===== config.mk =====
export PLATFORM = sky130hd
export DESIGN_NAME = nra_div
export DESIGN_NICKNAME = d
export VERILOG_FILES = /design/src/hdl/nearest_resize_address_gen_macros.svh /design/src/hdl/nra_pkg.sv /design/src/hdl/nra_div.sv
export SDC_FILE = /design/constraint.sdc
export NUM_CORES = 2
export LEC_CHECK = 0
export BUFFER_PORTS_ARGS = -buffer_cell sky130_fd_sc_hd__buf_2
export CORE_UTILIZATION = 40
export CTS_CLUSTER_DIAMETER = 30
export DETAILED_ROUTE_END_ITERATION = 10
export HOLD_SLACK_MARGIN = 0.06
export PLACE_DENSITY = 0.56
export SYNTH_ARGS = -nofsm -noshare
export SYNTH_HDL_FRONTEND = slang
export SYNTH_SLANG_ARGS = --single-unit

===== constraint.sdc =====
create_clock -name clk -period 8 [get_ports clk]
set_input_delay 1.6 -clock clk [delete_from_list [all_inputs] [get_ports clk]]
set_output_delay 1.6 -clock clk [all_outputs]
set_load 0.05 [all_outputs]

===== src/hdl/nearest_resize_address_gen_macros.svh =====
// Assertion macros for the resize address generator.
// Both expect clk and rst_n in scope at the point of use.
`ifndef NEAREST_RESIZE_ADDRESS_GEN_MACROS_SVH
`define NEAREST_RESIZE_ADDRESS_GEN_MACROS_SVH

`ifndef SYNTHESIS

// ante implies cons in the same cycle
`define NRA_ASSERT_IMP(name, ante, cons) \
    name: assert property (@(posedge clk) disable iff (!rst_n) (ante) |-> (cons)) \
        else $error("nra: same-cycle check failed");

// ante implies cons in the next cycle
`define NRA_ASSERT_NEXT(name, ante, cons) \
    name: assert property (@(posedge clk) disable iff (!rst_n) (ante) |=> (cons)) \
        else $error("nra: next-cycle check failed");

`else

`define NRA_ASSERT_IMP(name, ante, cons)
`define NRA_ASSERT_NEXT(name, ante, cons)

`endif

`endif


===== src/hdl/nra_pkg.sv =====
package nra_pkg;

    // default limits for the top-level parameters
    localparam int unsigned MAX_DIM_DEF      = 4096;
    localparam int unsigned MAX_CHANNELS_DEF = 16;

    // register port
    localparam int unsigned DATA_W    = 32;
    localparam int unsigned PADDR_W   = 5;
    localparam int unsigned REG_SEL_W = 3;

    // field widths
    localparam int unsigned ADDR_W       = 32;
    localparam int unsigned DIM_W        = 13;
    localparam int unsigned NCH_W        = 5;
    localparam int unsigned STRIDE_REG_W = 17;
    localparam int unsigned MODE_W       = 2;
    localparam int unsigned CIDX_W       = 4;
    localparam int unsigned COORD_W      = 12;
    localparam int unsigned OFS_W        = 28;

    // derived datapath widths
    localparam int unsigned NUM_W   = COORD_W + DIM_W;   // index * size
    localparam int unsigned QUO_W   = DIM_W;             // quotient bits kept
    localparam int unsigned CMP_W   = NUM_W + 1;         // compare width in divider
    localparam int unsigned PITCH_W = DIM_W + NCH_W;     // width * channels
    localparam int unsigned AREA_W  = 2 * DIM_W;         // size * size

    // mode bits
    localparam int unsigned MODE_TRANSPOSE = 0;
    localparam int unsigned MODE_LOCK      = 1;

    typedef enum logic [REG_SEL_W-1:0] {
        REG_SRC_BASE,
        REG_SRC_WIDTH,
        REG_SRC_HEIGHT,
        REG_DST_WIDTH,
        REG_DST_HEIGHT,
        REG_NUM_CHANNELS,
        REG_ROW_STRIDE,
        REG_MODE
    } reg_sel_t;

    typedef struct packed {
        logic [ADDR_W-1:0]       src_base;
        logic [DIM_W-1:0]        src_width;
        logic [DIM_W-1:0]        src_height;
        logic [DIM_W-1:0]        dst_width;
        logic [DIM_W-1:0]        dst_height;
        logic [NCH_W-1:0]        num_channels;
        logic [STRIDE_REG_W-1:0] row_stride;
        logic [MODE_W-1:0]       mode;
    } cfg_t;

    localparam cfg_t CFG_RESET = '{
        src_base:     '0,
        src_width:    DIM_W'(1),
        src_height:   DIM_W'(1),
        dst_width:    DIM_W'(1),
        dst_height:   DIM_W'(1),
        num_channels: NCH_W'(1),
        row_stride:   '0,
        mode:         '0
    };

    typedef struct packed {
        logic [CIDX_W-1:0]  chan_index;
        logic [COORD_W-1:0] out_row;
        logic [COORD_W-1:0] out_col;
    } item_t;

    typedef struct packed {
        logic [ADDR_W-1:0] src_address;
        logic [OFS_W-1:0]  dst_offset;
        logic              valid_res;
    } result_t;

    // fields that ride along with the divider
    typedef struct packed {
        logic [CIDX_W-1:0]  chan;
        logic [OFS_W-1:0]   dst_offset;
        logic [PITCH_W-1:0] pitch;
        logic               ok;
    } side_t;

    // one divider stage: vertical (h) and horizontal (w) lanes
    typedef struct packed {
        logic [NUM_W-1:0] rem_h;
        logic [NUM_W-1:0] rem_w;
        logic [DIM_W-1:0] den_h;
        logic [DIM_W-1:0] den_w;
        logic [QUO_W-1:0] quo_h;
        logic [QUO_W-1:0] quo_w;
        logic             ovf;
        side_t            side;
    } div_t;

endpackage


===== src/hdl/nra_div.sv =====
module nra_div (
    input  logic          clk,
    input  logic          rst_n,
    input  logic          advance,
    input  logic          in_valid,
    input  nra_pkg::div_t in_data,
    output logic          out_valid,
    output nra_pkg::div_t out_data
);

    // one quotient bit per stage in each lane, most significant first
    nra_pkg::div_t              src     [nra_pkg::QUO_W];
    nra_pkg::div_t              st_next [nra_pkg::QUO_W];
    nra_pkg::div_t              st_reg  [nra_pkg::QUO_W];
    logic [nra_pkg::QUO_W-1:0]  v_reg;
    logic                       ovf_h;
    logic                       ovf_w;

    always_comb
    begin
        src[0] = in_data;
        for (int k = 1; k < nra_pkg::QUO_W; k++)
        begin
            src[k] = st_reg[k-1];
        end
    end

    // quotient would need more bits than the source size has: out of image
    assign ovf_h = nra_pkg::CMP_W'(in_data.rem_h)
                >= (nra_pkg::CMP_W'(in_data.den_h) << nra_pkg::QUO_W);
    assign ovf_w = nra_pkg::CMP_W'(in_data.rem_w)
                >= (nra_pkg::CMP_W'(in_data.den_w) << nra_pkg::QUO_W);

    // restoring compare and subtract
    always_comb
    begin
        for (int k = 0; k < nra_pkg::QUO_W; k++)
        begin
            logic [nra_pkg::CMP_W-1:0] sub_h;
            logic [nra_pkg::CMP_W-1:0] sub_w;
            sub_h = nra_pkg::CMP_W'(src[k].den_h) << (nra_pkg::QUO_W - 1 - k);
            sub_w = nra_pkg::CMP_W'(src[k].den_w) << (nra_pkg::QUO_W - 1 - k);
            st_next[k] = src[k];
            if (nra_pkg::CMP_W'(src[k].rem_h) >= sub_h)
            begin
                st_next[k].rem_h = src[k].rem_h - nra_pkg::NUM_W'(sub_h);
                st_next[k].quo_h[nra_pkg::QUO_W-1-k] = 1'b1;
            end
            if (nra_pkg::CMP_W'(src[k].rem_w) >= sub_w)
            begin
                st_next[k].rem_w = src[k].rem_w - nra_pkg::NUM_W'(sub_w);
                st_next[k].quo_w[nra_pkg::QUO_W-1-k] = 1'b1;
            end
        end
        st_next[0].ovf = ovf_h || ovf_w;
    end

    always_ff @(posedge clk or negedge rst_n)
    begin
        if (!rst_n)
        begin
            v_reg <= '0;
        end
        else if (advance)
        begin
            v_reg <= {v_reg[nra_pkg::QUO_W-2:0], in_valid};
        end
    end

    always_ff @(posedge clk)
    begin
        if (advance)
        begin
            for (int k = 0; k < nra_pkg::QUO_W; k++)
            begin
                st_reg[k] <= st_next[k];
            end
        end
    end

    assign out_valid = v_reg[nra_pkg::QUO_W-1];
    assign out_data  = st_reg[nra_pkg::QUO_W-1];

endmodule


Word level (Yosys, flattened, before mapping)
Memory sizes are Yosys's and may differ from the RTL's.
Cells that the tools add are included.
{ "word_totals": {"inputBits": 158, "memories": 1, "ram_bits": 2002, "output_inout_bits": 155, "reg_bits": 13} }
{ "memory_table": {"columns": ["name", "depth", "word_bits", "rd", "rd_clocked_by_memory_dff", "wr", "line", "source"], "rows": [
  ["st_reg", 13, 154, 13, 0, 13, "nra_div.sv:14", "nra_pkg::div_t st_reg [nra_pkg::QUO_W];"]
]} }
{ "op_classes": {"add_sub_neg": 26, "order_cmp": 28, "n_mux": 54, "n_reduce_logical": 1} }
{ "ops": {"columns": ["operator", "count"], "rows": [
  ["$mux W25", 26],
  ["$ge A25 B26 Y1", 2],
  ["$ge A25 B13 Y1", 2],
  ["$ge A25 B14 Y1", 2],
  ["$ge A25 B15 Y1", 2],
  ["$ge A25 B16 Y1", 2],
  ["$ge A25 B17 Y1", 2],
  ["$ge A25 B18 Y1", 2],
  ["$ge A25 B19 Y1", 2],
  ["$ge A25 B20 Y1", 2],
  ["$ge A25 B21 Y1", 2],
  ["$ge A25 B22 Y1", 2],
  ["$ge A25 B23 Y1", 2],
  ["$ge A25 B24 Y1", 2],
  ["$ge A25 B25 Y1", 2],
  ["$sub A25 B13 Y25", 2],
  ["$sub A25 B14 Y25", 2],
  ["$sub A25 B15 Y25", 2],
  ["$sub A25 B16 Y25", 2],
  ["$sub A25 B17 Y25", 2],
  ["$sub A25 B18 Y25", 2],
  ["$sub A25 B19 Y25", 2],
  ["$sub A25 B20 Y25", 2],
  ["$sub A25 B21 Y25", 2],
  ["other kinds (6)", 37]
]} }

Depth between registers and ports, before layout
{ "depth": {"word_depth": 2, "mapped_depth": 13, "mapped_depth_nobuf": 12} }

Worst setup path before layout
Ideal clock, no wire load.
{ "synth_timing": {"path_kind": "input-to-reg", "from": "input in_data[80] (netlist name)", "to": "memory st_reg[0][121] (netlist name) (data pin)", "path_slack_ns": 4.000, "stages": 11, "required_ns": 7.740, "setup_ns": 0.260, "arrival_time_ns": 3.740, "cell_sequence": "inv_1 -> ha_1 -> o21a_1 -> o31a_1 -> o41ai_1 -> o21ai_0 -> o2111ai_1 -> nand2_1 -> a21o_1 -> buf_1 -> mux2_2"} }
{ "synth_lines": {"columns": ["item", "line", "source"], "rows": [
  ["from (decl)", "nra_div.sv:6", "input nra_pkg::div_t in_data,"],
  ["to (decl)", "nra_div.sv:14", null]
]} }

==> reports/qor.yml <==
grt:
  grt_use_met3_pct: 3.26
  grt_max_degree: 158
  globalRoute.busiestLayer: "met2"
  met1_usage_pct: 17.4
  grt_pass1_wl_um: 236000
  grt_overflow_total: 0
  gr-usage-all-layers_pct: 13.9
  met2_usage_pct: 22.4
  antenna_found_initial: 2
  grt_pass1_vias: 45752
die:
  ios: 313
  die_x_um: 461
  die_h_um: 461
  coreArea_um2: 210000
  std_cell_rows: 168
  start_util_pct: 40.3
  die_area_um2: 213000
clock_network:
  cts_buffer_depth: 4
  postCtsHoldBufs: 0
  cts_tree: "done"
  clockRootBuffer: "clkbuf_16"
  htree_num_levels: 5
  cts_setup_buffers: 0
  cts_buffers: 423
  cts_resized: 0
  cts.clk_slew.worst_paths_ns: 0.05
  cts.sinks: 2015
  clk_latency_ns: 0.96
worst_setup_path:
  critical_path.startpoint: "st_reg[0][1033]"
  path_max_fanout: 21
  crit_chain: "inv_1 -> ha_1 -> inv_1 -> fa_1 -> a211oi_1 -> o211ai_1 -> a311oi_1 -> o21ai_0 -> o21ai_0 -> nand2_1 -> mux2_2"
  path_class: "register to register"
  slowest_delay_ns: 0.53
  crit_path_end: "st_reg[0][1193]"
  cpMaxStageDelayCell: "a311oi_1"
  end_kind: "register"
  cp-start-kind: "register"
  cp.arrival_ns: 4.68
  r2r_start: "st_reg[0][1033]"
  r2r_setup_slack_ns: 3.99
  r2r-end: "st_reg[0][1193]"
  r2r_cells: 11
  required_ns: 8.67
placement:
  dp_cells: 8680
  globalplace.congestion: 0.878
  postPlaceCellArea_um2: 89600
  io_buffers: 311
  place.detailed.hpwl_um: 102000
  place_ws_ns: 3.35
yosys:
  yosysSeqAreaShare_pct: 71.7
  syn_area_um2: 84400
  async_reset_ff_share_pct: 0.645
  synth-seq-cells: 2015
  synth_edf_count: 2002
  synth_cell_types: 84
  syn_inst: 5600
  ys.flop_type: "edfxtp_1"
  yosys_warnings: 0
  syn_avg_cell_area_um2: 15.1
  syn_nets: 6146
power:
  p_per_area_nw_per_um2: 374
  power_mw: 38.9
  p_leak_nw: 39.2
  irDropWorstVdd_uv: 253
drt:
  drc: 0
  drtPass1Iterations: 6
  drt_iter0_drc: 2792
  antenna_left: 0
  routedWlPerCell_um: 15.8
  vias_per_cell: 4.80
  drt_wl_total_um: 149000
  vias: 45361
finish:
  area_growth_pct: 23.1
  fin_area_um2: 104000
  final_cell_mix: "edfxtp_1 (2002), inv_1 (440), clkbuf_16 (427)"
  fin_nets: 6846
  post-route-util_pct: 49.6
  largest_reg_flops: 2002
  drive_above_1_share_pct: 17.7
  mostFrequentLayoutCell: "edfxtp_1"
  finalNonFillerCells: 9452
sta:
  setup_tns_ns: 0
  drv_slew: 0
  fin_crit_ns: 4.01
  hold_viol: 0
  min_period_over_period_pct: 50.2
  fin_ws_ns: 3.99
  setup_viol: 0
  rsz0062_at_grt: "no"
  timing.fmax_mhz: 249
  fin_hold_ws_ns: 0.382
  timing.slew.headroom_pct: 28.6
  worst_slew_pin_slew_ns: 1.06
  skew_ns: 0.0712
flow_run:
  cap_violations: 0
outcome:
  run_status: "complete, no violations"
min_path:
  hp-class: "register to register"
-- report_power, final --
part	internal [mW]	total, mW	switching [mW]	leakage, nW
combinational	3.02	7.22	4.20	12.7
sequential	13.7	14.6	0.902	19.6
clock	11.6	17.0	5.40	6.89
total	28.4	38.9	10.5	39.2
-- cells by family after synthesis --
family | Yosys count | synth area share [%]
mux | 120 | 1.58
xor+xnor | 394 | 4.09
buf+inv | 511 | 2.31
compound gates | 994 | 7.26
flops | 2015 | 71.7
fa+ha+maj | 388 | 5.99
simple gates | 1178 | 7.12
-- metal layers --
| metal | share of wire [%] | vias up |
|---|---|---|
| met1 | 45 | 21314 |
| met5 | 0 | - |
| met2 | 47 | 975 |
| met4 | 3.9 | 0 |
| li1 | - | 22700 |
| met3 | 4.5 | 372 |
-- synthesized netlist by cell type (103+ instances only) --
master / n / area (um^2)
a21oi_1: 302 / 1510
a21o_1: 103 / 773
nand2_1: 272 / 1020
edfxtp_1: 2002 / 60100
o21ai_0: 277 / 1390
ha_1: 362 / 4530
xor2_1: 192 / 1680
nor3_1: 115 / 576
inv_1: 440 / 1650
nor2_1: 274 / 1030
mux2_2: 105 / 1180
xnor2_1: 202 / 1770
-- worst max-delay path: cells and delay by family (launching register included) --
kind	cells	cell delay [ns]
fa+ha+maj	2	0.56
compound gates	5	1.73
flops	1	0.39
simple gates	1	0.49
buf+inv	2	0.12
mux	1	0.45
-- how the worst min path moves through the flow --
stage	from	end	slack (ns)	depth (start not counted)
6_report	st_reg[1][45]	st_reg[1][199]	0.38	0
5_1_grt	st_reg[0][1139]	st_reg[1][61]	0.40	0
4_1_cts	st_reg[0][1139]	st_reg[1][61]	0.38	0
3_5_place_dp	st_reg[0][927]	st_reg[0][1081]	0.40	0
3_3_place_gp	st_reg[0][1098]	st_reg[1][20]	0.40	0
2_1_floorplan	st_reg[0][846]	st_reg[0][1000]	0.40	0
-- layout make-up --
class,count,area [um^2]
Inverter,440,1650
Clock buffer,469,10900
Sequential cell,2015,60400
Antenna cell,2,5.00
Clock inverter,301,3400
Fill cell,17723,106000
Timing Repair Buffer,346,2010
Tap cell,2805,3510
Multi-Input combinational cell,3074,22000
(Power assumes the default switching activity.)
