===== config.mk =====
export PLATFORM = sky130hd
export DESIGN_NAME = nra_back
export DESIGN_NICKNAME = d
export VERILOG_FILES = /design/src/hdl/nearest_resize_address_gen_macros.svh /design/src/hdl/nra_pkg.sv /design/src/hdl/nra_back.sv
export SDC_FILE = /design/constraint.sdc
export NUM_CORES = 1
export LEC_CHECK = 0
export BUFFER_PORTS_ARGS = -buffer_cell sky130_fd_sc_hd__buf_2
export CAP_MARGIN = 30
export CORE_MARGIN = 2
export CORE_UTILIZATION = 30
export CTS_BUF_LIST = sky130_fd_sc_hd__clkbuf_8
export CTS_CLUSTER_SIZE = 14
export DETAILED_ROUTE_END_ITERATION = 10
export PLACE_DENSITY_LB_ADDON = 0.2
export SYNTH_ARGS = -nofsm -noshare
export SYNTH_HDL_FRONTEND = slang
export SYNTH_SLANG_ARGS = --single-unit

===== constraint.sdc =====
create_clock -name clk -period 19.9 [get_ports clk]
set_input_delay 3.98 -clock clk [delete_from_list [all_inputs] [get_ports clk]]
set_output_delay 3.98 -clock clk [all_outputs]
set_load 0.1 [all_outputs]

===== src/hdl/nearest_resize_address_gen_macros.svh =====
// Assertion macros for the resize address generator.
// Both expect clk and rst_n in scope at the point of use.
`ifndef NEAREST_RESIZE_ADDRESS_GEN_MACROS_SVH
`define NEAREST_RESIZE_ADDRESS_GEN_MACROS_SVH

`ifndef SYNTHESIS

// ante implies cons in the same cycle
`define NRA_ASSERT_IMP(name, ante, cons) \
    name: assert property (@(posedge clk) disable iff (!rst_n) (ante) |-> (cons)) \
        else $error("nra: same-cycle check failed");

// ante implies cons in the next cycle
`define NRA_ASSERT_NEXT(name, ante, cons) \
    name: assert property (@(posedge clk) disable iff (!rst_n) (ante) |=> (cons)) \
        else $error("nra: next-cycle check failed");

`else

`define NRA_ASSERT_IMP(name, ante, cons)
`define NRA_ASSERT_NEXT(name, ante, cons)

`endif

`endif


===== src/hdl/nra_pkg.sv =====
package nra_pkg;

    // default limits for the top-level parameters
    localparam int unsigned MAX_DIM_DEF      = 4096;
    localparam int unsigned MAX_CHANNELS_DEF = 16;

    // register port
    localparam int unsigned DATA_W    = 32;
    localparam int unsigned PADDR_W   = 5;
    localparam int unsigned REG_SEL_W = 3;

    // field widths
    localparam int unsigned ADDR_W       = 32;
    localparam int unsigned DIM_W        = 13;
    localparam int unsigned NCH_W        = 5;
    localparam int unsigned STRIDE_REG_W = 17;
    localparam int unsigned MODE_W       = 2;
    localparam int unsigned CIDX_W       = 4;
    localparam int unsigned COORD_W      = 12;
    localparam int unsigned OFS_W        = 28;

    // derived datapath widths
    localparam int unsigned NUM_W   = COORD_W + DIM_W;   // index * size
    localparam int unsigned QUO_W   = DIM_W;             // quotient bits kept
    localparam int unsigned CMP_W   = NUM_W + 1;         // compare width in divider
    localparam int unsigned PITCH_W = DIM_W + NCH_W;     // width * channels
    localparam int unsigned AREA_W  = 2 * DIM_W;         // size * size

    // mode bits
    localparam int unsigned MODE_TRANSPOSE = 0;
    localparam int unsigned MODE_LOCK      = 1;

    typedef enum logic [REG_SEL_W-1:0] {
        REG_SRC_BASE,
        REG_SRC_WIDTH,
        REG_SRC_HEIGHT,
        REG_DST_WIDTH,
        REG_DST_HEIGHT,
        REG_NUM_CHANNELS,
        REG_ROW_STRIDE,
        REG_MODE
    } reg_sel_t;

    typedef struct packed {
        logic [ADDR_W-1:0]       src_base;
        logic [DIM_W-1:0]        src_width;
        logic [DIM_W-1:0]        src_height;
        logic [DIM_W-1:0]        dst_width;
        logic [DIM_W-1:0]        dst_height;
        logic [NCH_W-1:0]        num_channels;
        logic [STRIDE_REG_W-1:0] row_stride;
        logic [MODE_W-1:0]       mode;
    } cfg_t;

    localparam cfg_t CFG_RESET = '{
        src_base:     '0,
        src_width:    DIM_W'(1),
        src_height:   DIM_W'(1),
        dst_width:    DIM_W'(1),
        dst_height:   DIM_W'(1),
        num_channels: NCH_W'(1),
        row_stride:   '0,
        mode:         '0
    };

    typedef struct packed {
        logic [CIDX_W-1:0]  chan_index;
        logic [COORD_W-1:0] out_row;
        logic [COORD_W-1:0] out_col;
    } item_t;

    typedef struct packed {
        logic [ADDR_W-1:0] src_address;
        logic [OFS_W-1:0]  dst_offset;
        logic              valid_res;
    } result_t;

    // fields that ride along with the divider
    typedef struct packed {
        logic [CIDX_W-1:0]  chan;
        logic [OFS_W-1:0]   dst_offset;
        logic [PITCH_W-1:0] pitch;
        logic               ok;
    } side_t;

    // one divider stage: vertical (h) and horizontal (w) lanes
    typedef struct packed {
        logic [NUM_W-1:0] rem_h;
        logic [NUM_W-1:0] rem_w;
        logic [DIM_W-1:0] den_h;
        logic [DIM_W-1:0] den_w;
        logic [QUO_W-1:0] quo_h;
        logic [QUO_W-1:0] quo_w;
        logic             ovf;
        side_t            side;
    } div_t;

endpackage


===== src/hdl/nra_back.sv =====
module nra_back (
    input  logic             clk,
    input  logic             rst_n,
    input  nra_pkg::cfg_t    cfg,
    input  logic             in_valid,
    input  nra_pkg::div_t    in_data,
    output logic             advance,
    output logic             result_valid,
    input  logic             result_stall,
    output nra_pkg::result_t result
);

    // address terms stage
    typedef struct packed {
        logic [nra_pkg::ADDR_W-1:0]  base_ch;
        logic [nra_pkg::ADDR_W-1:0]  sy_pitch;
        logic [nra_pkg::PITCH_W-1:0] nc_sx;
        logic [nra_pkg::OFS_W-1:0]   dst_offset;
        logic                        ok;
    } b1_t;

    b1_t              b1_reg, b1_next;
    logic             b1_v_reg;
    nra_pkg::result_t result_next;
    nra_pkg::result_t result_reg;
    nra_pkg::result_t skid_reg;
    logic             result_v_reg;
    logic             skid_v_reg;
    logic             out_free;

    // the whole pipeline moves unless the skid stage is holding a result
    assign advance  = !skid_v_reg;
    assign out_free = !result_v_reg || !result_stall;

    // range check, pitch and channel products
    always_comb
    begin
        b1_next.base_ch    = cfg.src_base + nra_pkg::ADDR_W'(in_data.side.chan);
        b1_next.sy_pitch   = nra_pkg::ADDR_W'(in_data.side.pitch)
                           * nra_pkg::ADDR_W'(in_data.quo_h);
        b1_next.nc_sx      = nra_pkg::PITCH_W'(cfg.num_channels)
                           * nra_pkg::PITCH_W'(in_data.quo_w);
        b1_next.dst_offset = in_data.side.dst_offset;
        b1_next.ok         = in_data.side.ok && !in_data.ovf
                          && (in_data.quo_w < cfg.src_width)
                          && (in_data.quo_h < cfg.src_height);
    end

    // final sum; a rejected item reports address zero
    always_comb
    begin
        result_next.src_address = b1_reg.ok
            ? b1_reg.base_ch + b1_reg.sy_pitch + nra_pkg::ADDR_W'(b1_reg.nc_sx)
            : '0;
        result_next.dst_offset  = b1_reg.dst_offset;
        result_next.valid_res   = b1_reg.ok;
    end

    always_ff @(posedge clk or negedge rst_n)
    begin
        if (!rst_n)
        begin
            b1_v_reg     <= 1'b0;
            result_v_reg <= 1'b0;
            skid_v_reg   <= 1'b0;
        end
        else
        begin
            if (advance)
            begin
                b1_v_reg <= in_valid;
            end
            if (out_free)
            begin
                result_v_reg <= skid_v_reg || (advance && b1_v_reg);
                skid_v_reg   <= 1'b0;
            end
            else if (advance && b1_v_reg)
            begin
                skid_v_reg <= 1'b1;
            end
        end
    end

    always_ff @(posedge clk)
    begin
        if (advance)
        begin
            b1_reg <= b1_next;
        end
        if (out_free)
        begin
            result_reg <= skid_v_reg ? skid_reg : result_next;
        end
        if (!out_free && advance && b1_v_reg)
        begin
            skid_reg <= result_next;
        end
    end

    assign result_valid = result_v_reg;
    assign result       = result_reg;

endmodule


Word-level counts from Yosys, hierarchy flattened:

Cells that the tools add are included.
Widths: inputs -> output; s select.

* add/subtract/negate cells: 3
* multipliers: 2
* div/mod/pow operators: 0
* magnitude comparators: 2
* equal/unequal tests: 0
* shifts and indexed selects: 0
* mux-type cells: 4
* bitwise logic cells: 0
* reduce and logical (&&, ||, !) cells: 14

Operators with widths (number)
* $mux 61: 1
* $add 32x18->32: 1
* $add 32x31->32: 1
* $add 32x4->32: 1
* $mux 32: 1
* $mul 18x13->31: 1
* $lt 13x13->1: 2
* $mul 5x13->18: 1
* $logic_and 1x1->1: 6
* $logic_not 1->1: 5
* $logic_or 1x1->1: 2
* $mux 1: 2
* $reduce_bool 2->1: 1

* flip-flop bits (word level): 235
* bits in latches: 0
* RAM bits: 0
* memory bits (read-only): 0
* bits of input ports: 266
* output and inout port bits: 63
* logic and storage cells: 39
* memories: 0

Longest topological paths before layout:

* depth in word-level cells: 5
* mapped depth: 23
* mapped depth without buffers: 20

Worst setup path before layout:

OpenSTA, ideal clock, no wires.

* path kind: input -> register
* start: in result_stall
* end: reg skid_reg[0] in the netlist's numbering (enable)
* setup time: 568 ps
* arrival time: 9973 ps
* data required time: 19332 ps
* setup slack: 9360 ps
* cell stages on the path: 2
* buffers on the path: 0
* cells stage by stage: nand2_1 nor3b_1

* longest elaborated chain between the ends: 5

RTL lines
* start: declaration: RTL line nra_back.sv:9 `input logic result_stall,`
* $logic_not 1->1: RTL line nra_back.sv:33 `assign out_free = !result_v_reg || !result_stall;`
* $logic_or 1x1->1: RTL line nra_back.sv:33
* $logic_not 1->1: RTL line nra_back.sv:95 `if (!out_free && advance && b1_v_reg)`
* $logic_and 1x1->1 (2 in a row): RTL line nra_back.sv:95
* end signal: assignment: RTL line nra_back.sv:97 `skid_reg <= result_next;`
* end: declaration: RTL line nra_back.sv:26 `nra_pkg::result_t skid_reg;`

Every way passes these cells.
A chain may end at the register's enable or synchronous reset.

==> reports/metrics.json <==
{
  "max_stage_delay_ns": 0.52,
  "timing.critical_path.cells": "buf_2 -> nand2_1 -> fa_1 -> fa_1 -> inv_1 -> fa_1 -> fa_1 -> inv_1 -> fa_1 -> inv_1 -> ha_1 -> and4_2 -> and3_1 -> a211o_1 -> a21oi_1 -> a21oi_1 -> o22ai_1 -> o221ai_1 -> xor2_1",
  "post-place-ws_ns": 10.21,
  "timing.slew.headroom_pct": 42.0,
  "cp_num_buf_inv": 4,
  "cts.sink_count": 235,
  "synthToLayoutAreaGrowth_pct": 13.5,
  "via_count": 13600,
  "outcome": "finished, final reports clean",
  "antenna_violating_nets_post_route": 0,
  "tritoncts": "built",
  "design.portCount": 329,
  "die-height_um": 267,
  "maxClockFrequency_ghz": 0.110,
  "leading_cell_type_in_the_layout_fill_and_taps_excluded": "sky130_fd_sc_hd__inv_1",
  "largest_register_ffs": 110,
  "worst_ir_drop_vdd_v": 0.0000832,
  "synthCells": 1913,
  "post_synth_cell_types": 62,
  "finalCoreUtilization_pct": 34.3,
  "synth.cell_area_um2": 20700,
  "min_period_ns": 9.12,
  "post_syn_nets": 2581,
  "p_leak_nw": 10.9,
  "dpl.hpwl_um": 37700,
  "cp_common_cell": "sky130_fd_sc_hd__fa_1",
  "postCtsResizedCells": 0,
  "gpl.final_weighted_congestion": 0.858,
  "setup.worst_path.end_class": "register",
  "fillers": 6930,
  "path_category_of_the_worst_min_delay_check": "register to register",
  "timing.critical_path.fanout_max": 19,
  "grt_pass1_wl_um": 76900,
  "worst-setup-path-type": "input port to register",
  "initial_antenna_violation_count": 9,
  "groute.usage.overall_pct": 13.4,
  "cp.required_ns": 20.21,
  "cts_inserted_buffers": 41,
  "cts_max_level": 2,
  "power-per-cell-area_nw_per_um2": 160,
  "clkLatencyLatePin_ns": 0.57,
  "report.final.slew_viol_count": 0,
  "synth.yosys.warnings": 0,
  "critPathArrivalTime_ns": 9.43,
  "critical_path.top_delay_family": "adder cells",
  "timing.max_cap.violations": 0,
  "finClkSkew_ns": 0.0225,
  "drt_iter0_markers": 499,
  "ys_ff_latch": 235,
  "clk_root_buffer_cell": "sky130_fd_sc_hd__clkbuf_8",
  "floorplan.initialDensity_pct": 30.2,
  "fin_crit_sh_pct": 45.8,
  "timing.final.hold_violations": 0,
  "grt_pass1_vias": 14600,
  "postRouteWirelength_um": 47200,
  "worst-slew-pin-transition_ns": 0.871,
  "synth_flop_cell": "sky130_fd_sc_hd__edfxtp_1",
  "cp_slowest_cell": "sky130_fd_sc_hd__fa_1",
  "avg_vias_per_cell": 4.45,
  "portBuffers": 207,
  "synth_top_area_share_pct": 33.6,
  "max-clock-path-buffers": 3,
  "final_cell_mix": "328 x sky130_fd_sc_hd__inv_1, 232 x sky130_fd_sc_hd__nand2_1, 232 x sky130_fd_sc_hd__edfxtp_1, 229 x sky130_fd_sc_hd__fa_1, 207 x sky130_fd_sc_hd__buf_2",
  "rsz0062_at_grt": "no",
  "postSynth.asyncResetShare_pct": 1.28,
  "synthTopCellsByArea": "sky130_fd_sc_hd__edfxtp_1 34%, sky130_fd_sc_hd__fa_1 22%, sky130_fd_sc_hd__ha_1 10%, sky130_fd_sc_hd__inv_1 5.7%, sky130_fd_sc_hd__and2_1 4.8%",
  "cts_hold_buffers": 0,
  "synth_top_area_cell": "sky130_fd_sc_hd__edfxtp_1",
  "num-nets-final": 2769,
  "cts.clk_slew.worst_paths_ns": 0.06,
  "setup.worst_path.start_class": "input port",
  "floorplan.die_area_um2": 71300,
  "setup_ws_ns": 10.78,
  "design.core.area_um2": 68600,
  "drive_above_1_share_pct": 15.6,
  "post-cts-setup-buffer-count": 0,
  "wl_per_cell_um": 15.4,
  "fraction_of_the_yosys_area_taken_by_sequential_cells_pct": 33.9,
  "grt_start_max_net_pins": 69,
  "drc": 0,
  "fin_setup_tns_ns": 0,
  "drt_pass1_iterations": 4,
  "setup_violations": 0,
  "die_width_um": 267,
  "synth_edf_count": 232,
  "globalRoute.totalOverflow": 0,
  "synth.avg_cell_area_um2": 10.8,
  "floorplan.rows": 96
}
## where the power goes
group          switching (mW)  internal [mW]  total (mW)
sequential             0.0478          0.775       0.823
clock                   0.198          0.228       0.426
combinational            1.54          0.985        2.52
## synthesized netlist by cell type, types with 4 or more instances
cell and instances:
sky130_fd_sc_hd__inv_1 316, sky130_fd_sc_hd__nand2_1 233, sky130_fd_sc_hd__edfxtp_1 232, sky130_fd_sc_hd__fa_1 229
sky130_fd_sc_hd__ha_1 173, sky130_fd_sc_hd__and2_1 159, sky130_fd_sc_hd__a21oi_1 73, sky130_fd_sc_hd__clkbuf_1 67
sky130_fd_sc_hd__xnor2_1 65, sky130_fd_sc_hd__mux2_2 47, sky130_fd_sc_hd__nor2_1 37, sky130_fd_sc_hd__a21o_1 33
sky130_fd_sc_hd__xor2_1 32, sky130_fd_sc_hd__o21ai_0 28, sky130_fd_sc_hd__nand3_1 22, sky130_fd_sc_hd__and3_1 18
sky130_fd_sc_hd__o21bai_1 14, sky130_fd_sc_hd__a22o_1 13, sky130_fd_sc_hd__nor2b_1 13, sky130_fd_sc_hd__o21a_1 12
sky130_fd_sc_hd__nand4_1 10, sky130_fd_sc_hd__a211oi_1 7, sky130_fd_sc_hd__o31ai_1 6, sky130_fd_sc_hd__nand2b_1 5
sky130_fd_sc_hd__o21ai_1 5, sky130_fd_sc_hd__a211o_1 4, sky130_fd_sc_hd__nor3_1 4, sky130_fd_sc_hd__o211ai_1 4
## final timing paths
check / end / cells after the start / slack, ns / from
setup reg to reg: result[60]$_DFFE_PN_ / 11 / 16.35 / b1_reg[30]$_DFFE_PN_
hold reg to reg: skid_reg[5]$_DFFE_PP_ / 0 / 0.44 / b1_reg[5]$_DFFE_PN_
max in group asynchronous: skid_v_reg$_DFFE_PN0P_ / 1 / 16.58 / rst_n
setup / recovery: b1_reg[76]$_DFFE_PN_ / 19 / 10.78 / in_data[69]
min in group asynchronous: skid_v_reg$_DFFE_PN0P_ / 1 / 3.20 / rst_n
hold / removal: skid_reg[5]$_DFFE_PP_ / 0 / 0.44 / b1_reg[5]$_DFFE_PN_
## through the flow
stage	hold slack [ns]	power, mW	instances	instance area, um2
detailed placement	0.435	3.38	2989	22700
CTS	0.446	3.84	3060	23500
global route	0.462	4.18	3063	23500
floorplan	0.422	2.86	1913	20700
finish	0.444	3.77	3064	23500
global placement	0.432	3.36	2989	22700
## cell families after synthesis
logic type	synth area share [%]
xor gates and xnor gates	4.10
muxes	2.55
AOI/OAI and AO/OA	7.57
DFF	33.9
and+or+nand+nor	12.4
buffers and inverters	6.95
adders and majority gates	32.5
## metal layers
| layer | GRT usage, % | wire length [um] | up-vias |
|---|---|---|---|
| met5 | 0 | 56 | - |
| met2 | 22.3 | 21700 | 265 |
| met1 | 18.1 | 22200 | 6639 |
| li1 | - | - | 6639 |
| met4 | 3.78 | 1060 | 8 |
| met3 | 2.23 | 2200 | 87 |
## layout make-up
type,count,area (um2),share of cell area (%)
Clock inverter,28,191,0.813
Multi-Input combinational cell,1294,12300,52.1
Antenna cell,4,10.0,0.0425
Clock buffer,43,592,2.51
Sequential cell,235,7040,29.9
Inverter,316,1190,5.06
Tap cell,931,1160,4.95
Timing Repair Buffer,213,1080,4.59
Note: power is estimated with default switching activity, not from simulation.
