===== src/hdl/nearest_resize_address_gen_macros.svh =====
// Assertion macros for the resize address generator.
// Both expect clk and rst_n in scope at the point of use.
`ifndef NEAREST_RESIZE_ADDRESS_GEN_MACROS_SVH
`define NEAREST_RESIZE_ADDRESS_GEN_MACROS_SVH

`ifndef SYNTHESIS

// ante implies cons in the same cycle
`define NRA_ASSERT_IMP(name, ante, cons) \
    name: assert property (@(posedge clk) disable iff (!rst_n) (ante) |-> (cons)) \
        else $error("nra: same-cycle check failed");

// ante implies cons in the next cycle
`define NRA_ASSERT_NEXT(name, ante, cons) \
    name: assert property (@(posedge clk) disable iff (!rst_n) (ante) |=> (cons)) \
        else $error("nra: next-cycle check failed");

`else

`define NRA_ASSERT_IMP(name, ante, cons)
`define NRA_ASSERT_NEXT(name, ante, cons)

`endif

`endif


===== src/hdl/nra_pkg.sv =====
package nra_pkg;

    // default limits for the top-level parameters
    localparam int unsigned MAX_DIM_DEF      = 4096;
    localparam int unsigned MAX_CHANNELS_DEF = 16;

    // register port
    localparam int unsigned DATA_W    = 32;
    localparam int unsigned PADDR_W   = 5;
    localparam int unsigned REG_SEL_W = 3;

    // field widths
    localparam int unsigned ADDR_W       = 32;
    localparam int unsigned DIM_W        = 13;
    localparam int unsigned NCH_W        = 5;
    localparam int unsigned STRIDE_REG_W = 17;
    localparam int unsigned MODE_W       = 2;
    localparam int unsigned CIDX_W       = 4;
    localparam int unsigned COORD_W      = 12;
    localparam int unsigned OFS_W        = 28;

    // derived datapath widths
    localparam int unsigned NUM_W   = COORD_W + DIM_W;   // index * size
    localparam int unsigned QUO_W   = DIM_W;             // quotient bits kept
    localparam int unsigned CMP_W   = NUM_W + 1;         // compare width in divider
    localparam int unsigned PITCH_W = DIM_W + NCH_W;     // width * channels
    localparam int unsigned AREA_W  = 2 * DIM_W;         // size * size

    // mode bits
    localparam int unsigned MODE_TRANSPOSE = 0;
    localparam int unsigned MODE_LOCK      = 1;

    typedef enum logic [REG_SEL_W-1:0] {
        REG_SRC_BASE,
        REG_SRC_WIDTH,
        REG_SRC_HEIGHT,
        REG_DST_WIDTH,
        REG_DST_HEIGHT,
        REG_NUM_CHANNELS,
        REG_ROW_STRIDE,
        REG_MODE
    } reg_sel_t;

    typedef struct packed {
        logic [ADDR_W-1:0]       src_base;
        logic [DIM_W-1:0]        src_width;
        logic [DIM_W-1:0]        src_height;
        logic [DIM_W-1:0]        dst_width;
        logic [DIM_W-1:0]        dst_height;
        logic [NCH_W-1:0]        num_channels;
        logic [STRIDE_REG_W-1:0] row_stride;
        logic [MODE_W-1:0]       mode;
    } cfg_t;

    localparam cfg_t CFG_RESET = '{
        src_base:     '0,
        src_width:    DIM_W'(1),
        src_height:   DIM_W'(1),
        dst_width:    DIM_W'(1),
        dst_height:   DIM_W'(1),
        num_channels: NCH_W'(1),
        row_stride:   '0,
        mode:         '0
    };

    typedef struct packed {
        logic [CIDX_W-1:0]  chan_index;
        logic [COORD_W-1:0] out_row;
        logic [COORD_W-1:0] out_col;
    } item_t;

    typedef struct packed {
        logic [ADDR_W-1:0] src_address;
        logic [OFS_W-1:0]  dst_offset;
        logic              valid_res;
    } result_t;

    // fields that ride along with the divider
    typedef struct packed {
        logic [CIDX_W-1:0]  chan;
        logic [OFS_W-1:0]   dst_offset;
        logic [PITCH_W-1:0] pitch;
        logic               ok;
    } side_t;

    // one divider stage: vertical (h) and horizontal (w) lanes
    typedef struct packed {
        logic [NUM_W-1:0] rem_h;
        logic [NUM_W-1:0] rem_w;
        logic [DIM_W-1:0] den_h;
        logic [DIM_W-1:0] den_w;
        logic [QUO_W-1:0] quo_h;
        logic [QUO_W-1:0] quo_w;
        logic             ovf;
        side_t            side;
    } div_t;

endpackage


===== src/hdl/nra_front.sv =====
module nra_front #(
    parameter int unsigned MAX_DIM      = nra_pkg::MAX_DIM_DEF,
    parameter int unsigned MAX_CHANNELS = nra_pkg::MAX_CHANNELS_DEF
) (
    input  logic           clk,
    input  logic           rst_n,
    input  nra_pkg::cfg_t  cfg,
    input  logic           advance,
    input  logic           in_valid,
    input  nra_pkg::item_t in_data,
    output logic           out_valid,
    output nra_pkg::div_t  out_data
);

    // stage 1: config checks and the size products
    typedef struct packed {
        nra_pkg::item_t                 item;
        logic [nra_pkg::AREA_W-1:0]     prod_a;
        logic [nra_pkg::AREA_W-1:0]     prod_b;
        logic [nra_pkg::AREA_W-1:0]     area;
        logic [nra_pkg::NUM_W-1:0]      row_dw;
        logic [nra_pkg::PITCH_W-1:0]    pitch_def;
        logic                           ok;
    } s1_t;

    // stage 2: ratios picked, plane offset and pitch
    typedef struct packed {
        logic [nra_pkg::CIDX_W-1:0]     chan;
        logic [nra_pkg::COORD_W-1:0]    col;
        logic [nra_pkg::COORD_W-1:0]    ih;
        logic [nra_pkg::COORD_W-1:0]    iw;
        logic [nra_pkg::DIM_W-1:0]      hn;
        logic [nra_pkg::DIM_W-1:0]      hd;
        logic [nra_pkg::DIM_W-1:0]      wn;
        logic [nra_pkg::DIM_W-1:0]      wd;
        logic [nra_pkg::OFS_W-1:0]      chan_area;
        logic [nra_pkg::NUM_W-1:0]      row_dw;
        logic [nra_pkg::PITCH_W-1:0]    pitch;
        logic                           ok;
    } s2_t;

    s1_t           s1_reg, s1_next;
    s2_t           s2_reg, s2_next;
    nra_pkg::div_t s3_reg, s3_next;
    logic [2:0]    v_reg;

    function automatic logic dim_ok(input logic [nra_pkg::DIM_W-1:0] d);
        dim_ok = (d != '0) && (32'(d) <= MAX_DIM);
    endfunction

    // stage 1
    always_comb
    begin
        s1_next.item      = in_data;
        s1_next.prod_a    = nra_pkg::AREA_W'(cfg.src_width) * nra_pkg::AREA_W'(cfg.dst_height);
        s1_next.prod_b    = nra_pkg::AREA_W'(cfg.dst_width) * nra_pkg::AREA_W'(cfg.src_height);
        s1_next.area      = nra_pkg::AREA_W'(cfg.dst_width) * nra_pkg::AREA_W'(cfg.dst_height);
        s1_next.row_dw    = nra_pkg::NUM_W'(in_data.out_row) * nra_pkg::NUM_W'(cfg.dst_width);
        s1_next.pitch_def = nra_pkg::PITCH_W'(cfg.src_width)
                          * nra_pkg::PITCH_W'(cfg.num_channels);
        s1_next.ok        = dim_ok(cfg.src_width) && dim_ok(cfg.src_height)
                         && dim_ok(cfg.dst_width) && dim_ok(cfg.dst_height)
                         && (cfg.num_channels != '0)
                         && (32'(cfg.num_channels) <= MAX_CHANNELS)
                         && (nra_pkg::NCH_W'(in_data.chan_index) < cfg.num_channels)
                         && ((cfg.row_stride == '0)
                             || (cfg.row_stride >= nra_pkg::STRIDE_REG_W'(cfg.src_width)));
    end

    // stage 2: axis swap and scale lock
    always_comb
    begin
        logic transpose;
        logic lock;
        logic wide;
        transpose = cfg.mode[nra_pkg::MODE_TRANSPOSE];
        lock      = cfg.mode[nra_pkg::MODE_LOCK];
        wide      = s1_reg.prod_a > s1_reg.prod_b;

        s2_next.chan = s1_reg.item.chan_index;
        s2_next.col  = s1_reg.item.out_col;
        s2_next.ih   = transpose ? s1_reg.item.out_col : s1_reg.item.out_row;
        s2_next.iw   = transpose ? s1_reg.item.out_row : s1_reg.item.out_col;
        s2_next.wn   = cfg.src_width;
        s2_next.hn   = cfg.src_height;
        s2_next.wd   = transpose ? cfg.dst_height : cfg.dst_width;
        s2_next.hd   = transpose ? cfg.dst_width : cfg.dst_height;
        if (lock)
        begin
            if (wide)
            begin
                s2_next.hn = s2_next.wn;
                s2_next.hd = s2_next.wd;
            end
            else
            begin
                s2_next.wn = s2_next.hn;
                s2_next.wd = s2_next.hd;
            end
        end
        s2_next.chan_area = nra_pkg::OFS_W'(s1_reg.area)
                          * nra_pkg::OFS_W'(s1_reg.item.chan_index);
        s2_next.row_dw    = s1_reg.row_dw;
        s2_next.pitch     = (cfg.row_stride == '0) ? s1_reg.pitch_def
                                                   : nra_pkg::PITCH_W'(cfg.row_stride);
        s2_next.ok        = s1_reg.ok;
    end

    // stage 3: dividends and destination offset
    always_comb
    begin
        s3_next.rem_h = nra_pkg::NUM_W'(s2_reg.ih) * nra_pkg::NUM_W'(s2_reg.hn);
        s3_next.rem_w = nra_pkg::NUM_W'(s2_reg.iw) * nra_pkg::NUM_W'(s2_reg.wn);
        s3_next.den_h = s2_reg.hd;
        s3_next.den_w = s2_reg.wd;
        s3_next.quo_h = '0;
        s3_next.quo_w = '0;
        s3_next.ovf   = 1'b0;
        s3_next.side.chan       = s2_reg.chan;
        s3_next.side.dst_offset = s2_reg.chan_area + nra_pkg::OFS_W'(s2_reg.row_dw)
                                + nra_pkg::OFS_W'(s2_reg.col);
        s3_next.side.pitch      = s2_reg.pitch;
        s3_next.side.ok         = s2_reg.ok;
    end

    always_ff @(posedge clk or negedge rst_n)
    begin
        if (!rst_n)
        begin
            v_reg <= '0;
        end
        else if (advance)
        begin
            v_reg <= {v_reg[1:0], in_valid};
        end
    end

    always_ff @(posedge clk)
    begin
        if (advance)
        begin
            s1_reg <= s1_next;
            s2_reg <= s2_next;
            s3_reg <= s3_next;
        end
    end

    assign out_valid = v_reg[2];
    assign out_data  = s3_reg;

endmodule


===== config.mk =====
export PLATFORM = sky130hd
export DESIGN_NAME = nra_front
export DESIGN_NICKNAME = d
export VERILOG_FILES = /design/src/hdl/nearest_resize_address_gen_macros.svh /design/src/hdl/nra_pkg.sv /design/src/hdl/nra_front.sv
export SDC_FILE = /design/constraint.sdc
export NUM_CORES = 2
export LEC_CHECK = 0
export BUFFER_PORTS_ARGS = -buffer_cell sky130_fd_sc_hd__buf_2
export CORE_ASPECT_RATIO = 2
export CORE_MARGIN = 2
export CORE_UTILIZATION = 50
export CTS_CLUSTER_SIZE = 30
export DETAILED_ROUTE_END_ITERATION = 10
export PLACE_DENSITY = 0.67
export SKIP_CTS_REPAIR_TIMING = 1
export SYNTH_ARGS = -nofsm -noshare
export SYNTH_HDL_FRONTEND = slang
export SYNTH_SLANG_ARGS = --single-unit

===== constraint.sdc =====
create_clock -name clk -period 16.3 [get_ports clk]
set_input_delay 3.26 -clock clk [delete_from_list [all_inputs] [get_ports clk]]
set_output_delay 3.26 -clock clk [all_outputs]
set_load 0.1 [all_outputs]

* Word-level counts from Yosys, hierarchy flattened
Index checks and enable logic that the tools add are counted.
Operators by class: $add $sub $neg 2, magnitude comparators 8, reduce and logical (&&, ||, !) cells 18, mux-type cells 7, $mul 8
Operators with widths (number):
- multiplier 13 x 13 -> 26 bit | 3
- multiplier 12 x 13 -> 25 bit | 3
- less-or-equal comparator 13 bit, second input constant | 4
- two-way mux 52 bit | 1
- nonzero test 13 bit | 4
- adder 28 x 12 -> 28 bit | 1
- adder 28 x 25 -> 28 bit | 1
- multiplier 26 x 4 -> 28 bit | 1
- > comparator 26 bit | 1
- two-way mux 13 bit | 2
- two-way mux 26 bit | 1
- two-way mux 12 bit | 2
- multiplier 13 x 5 -> 18 bit | 1
- greater-or-equal comparator 17 x 13 -> 1 bit | 1
- logical NOT 17 bit | 1
- two-way mux 17 bit | 1
- logical AND 1 bit | 11
- less-or-equal comparator 5 bit, second input constant | 1
- < comparator 4 x 5 -> 1 bit | 1
- nonzero test 5 bit | 1
- logical OR 1 bit | 1
Storage, ports and cells: logic and storage cells 74, flip-flop bits (word level) 444, output and inout port bits 155, bits of input ports 140

* Depth between registers and ports, before layout
depth in word-level cells 9, gate-level depth with buffers 22, gate-level depth less buffers 20

* Worst setup path after synthesis
Ideal clock, no wire load.
path type in2reg, start point input port cfg[28] (netlist name), end point register s1_reg[69] (netlist name) (data pin), required time 16.041 ns, stages 20, arrival time 8.255 ns, path slack 7.786 ns, cells stage by stage clkbuf_1 > clkbuf_1 > nand2_1 > fa_1 > fa_1 > inv_1 > fa_1 > fa_1 > inv_1 > fa_1 > inv_1 > ha_1 > a41oi_1 > o21ai_0 > o21bai_1 > a41o_1 > o221a_2 > a211oi_1 > a21oi_1 > xnor2_1
RTL lines:
- from (decl) | line nra_front.sv:7 | input nra_pkg::cfg_t cfg,
- to (signal assigned) | line nra_front.sv:142 | s1_reg <= s1_next;
- to (decl) | line nra_front.sv:42 | s1_t s1_reg, s1_next;

==> results_dict.tcl <==
set metrics [dict create \
    hp-class "flip-flop to flip-flop" \
    rsz0062_at_grt "no" \
    die_h_um 469 \
    async_reset_ff_share_pct 0.676 \
    portBuffers 235 \
    num_vias 37800 \
    final_common_cell "inv_1" \
    ios 295 \
    cp-start-kind "input pin" \
    ys.flop_type "edfxtp_1" \
    period_share_pct 52.4 \
    clock_sinks 444 \
    ys_seq_area_share_pct 24.6 \
    synthToLayoutAreaGrowth_pct 7.06 \
    worst_slew_pin_slew_ns 1.16 \
    antenna_found_initial 25 \
    start_util_pct 50.4 \
    finalCriticalPeriod_ns 8.55 \
    clkTransAtPathRegs_ns 0.07 \
    ant_nets 0 \
    clockBufferDepth 3 \
    die_area_um2 111000 \
    nets 6985 \
    final_layout_size_suffix_gt1_share_pct 7.63 \
    cts_tree "done" \
    hold_viol_final 0 \
    drt-total-wl_um 133000 \
    status "finished clean" \
    setup_viol_count_final 0 \
    synth_edf_count 441 \
    relSlewSlack_pct 22.8 \
    grt_pass1_wl_um 212000 \
    slew_viol_final 0 \
    grt_max_degree 168 \
    grt_usage_pct 24.6 \
    cp_data_required_time_ns 16.68 \
    drtPass1Iterations 5 \
    die_w_um 237 \
    critical_path_class "input pin to flip-flop" \
    layout_common_cells "inv_1, fa_1, nand2_1, ha_1, and2_1" \
    routed_via_density 5.45 \
    htreeDepth 2 \
    std_cell_rows 170 \
    worstSetupEndpointType "flip-flop" \
    clock_skew_ns 0.0259 \
    clockRootBuffer "clkbuf_16" \
    maxCapViolations 0 \
    gr-total-overflow 0 \
    drc_errors 0 \
    ys.warnings.count 0 \
    wl_per_cell_um 19.1 \
    synth_cell_types 68 \
    max_freq_mhz 117 \
    routabilityCongestion 0.904 \
    clk_latency_ns 0.64 \
    fill_cells 9460 \
    syn_inst 5434 \
    numCtsBuffers 46 \
    path_max_fanout 41 \
    core_area_um2 107000 \
    drtIter0Drc 1997 \
    syn_area_per_cell_um2 9.95 \
    grt_pass1_vias 40600 \
    finalSetupTns_ns 0 \
    ys_ff_latch 444 \
    synth_area_um2 54100 \
    worst_ep_arrival_time_ns 8.93 \
    largest_register_ffs 164 \
    hpwl_um 103000 \
]
## cells by family (layout without fill, tap and decap cells)
kind of cell | count (synthesis) | after routing | synth area share, %
flops | 444 | 444 | 24.6
buf+inv | 1379 | 1476 | 9.79
xor+xnor | 177 | 177 | 2.88
other cells | 1 | 34 | 0.00694
fa+ha+maj | 1324 | 1324 | 41.6
mux | 68 | 68 | 1.49
compound gates | 467 | 467 | 5.59
simple gates | 1574 | 1574 | 14.0
## cell usage after synthesis, drive strengths merged (3+ instances only)
cell type / n / area (µm²)
clkbuf: 209 / 785
fa: 787 / 15800
nor4: 24 / 156
o21bai: 21 / 158
and2: 479 / 3000
xor2: 44 / 385
a311o: 3 / 30.0
nand2b: 21 / 131
a21o: 80 / 601
edfxtp: 441 / 13200
o31ai: 9 / 67.6
a21boi: 6 / 45.0
a211oi: 26 / 195
xnor2: 133 / 1170
or3: 11 / 68.8
a31oi: 15 / 93.8
buf: 36 / 250
nor2b: 25 / 156
o311ai: 4 / 35.0
nor3: 34 / 170
a211o: 8 / 70.1
o21a: 24 / 180
a21oi: 144 / 721
mux2: 68 / 803
o21ai: 80 / 400
ha: 537 / 6720
nand3: 43 / 215
o41ai: 4 / 35.0
o2111ai: 5 / 43.8
or4: 3 / 22.5
nand2: 732 / 2750
a31o: 4 / 35.0
nand4: 24 / 150
o211a: 5 / 50.1
inv: 1134 / 4260
nor2: 142 / 533
and4: 3 / 26.3
or2: 7 / 43.8
o211ai: 10 / 88.8
and3: 20 / 125
dfrtp: 3 / 75.1
## metrics by stage
| stage | util (%) | std cells | setup slack, ns | instance area (µm²) | hold slack [ns] |
|---|---|---|---|---|---|
| after CTS | 54.0 | 6933 | 7.78 | 57900 | 0.417 |
| after global placement | 52.5 | 6849 | 7.13 | 56200 | 0.402 |
| after floorplan | - | 5460 | 7.79 | 54200 | 0.400 |
| final | 54.0 | 6940 | 7.75 | 57900 | 0.415 |
| after detailed placement | 52.5 | 6849 | 7.11 | 56200 | 0.405 |
| after global routing | 54.0 | 6934 | 7.46 | 57900 | 0.420 |
## critical path: stages
cell and delay, ns:
buf_2 0.10, buf_4 0.31, and2_1 0.25, fa_1 0.54, inv_1 0.05, fa_1 0.47, inv_1 0.06, fa_1 0.52
inv_1 0.06, fa_1 0.48, fa_1 0.49, inv_1 0.04, ha_1 0.31, o21ai_0 0.40, a211oi_1 0.16, o311ai_1 0.41
a31o_2 0.24, o21ai_0 0.12, or4_1 0.40, o311ai_0 0.13, xnor2_1 0.10
## path summary, 6_finish.rpt
kind                                 endpoint   startpoint  cells past startpoint  slack [ns]
max in group asynchronous            v_reg[2]        rst_n                      1       13.77
worst min-delay path               s2_reg[38]   s1_reg[38]                      0        0.42
worst max register to register  out_data[127]  s2_reg[130]                     19       10.10
min in group asynchronous            v_reg[0]        rst_n                      1        2.42
worst max-delay path               s1_reg[68]      cfg[44]                     21        7.75
worst min register to register     s2_reg[38]   s1_reg[38]                      0        0.42
## area by class of cell
class | instances | area [µm²] | area share, %
Multi-Input combinational cell | 3637 | 35600 | 61.5
Sequential cell | 444 | 13300 | 23.0
Timing Repair Buffer | 258 | 1370 | 2.37
Clock buffer | 50 | 1190 | 2.05
Antenna cell | 7 | 17.5 | 0.0303
Clock inverter | 34 | 438 | 0.757
Tap cell | 1376 | 1720 | 2.97
Inverter | 1134 | 4260 | 7.35
## per-layer routing
metal  wire length, µm  share of wire [%]  vias up  global-route usage, %
met5               162               0.12        -                      0
met4              8010                6.0       28                   13.2
met3              7450                5.6      395                   3.52
met2             70500                 53     1112                   46.6
met1             46500                 35    19200                   26.2
li1                  -                  -    17100                      -
Power is not shown: default switching activity piles up to over one toggle a cycle in this logic, so the estimate is an artifact.
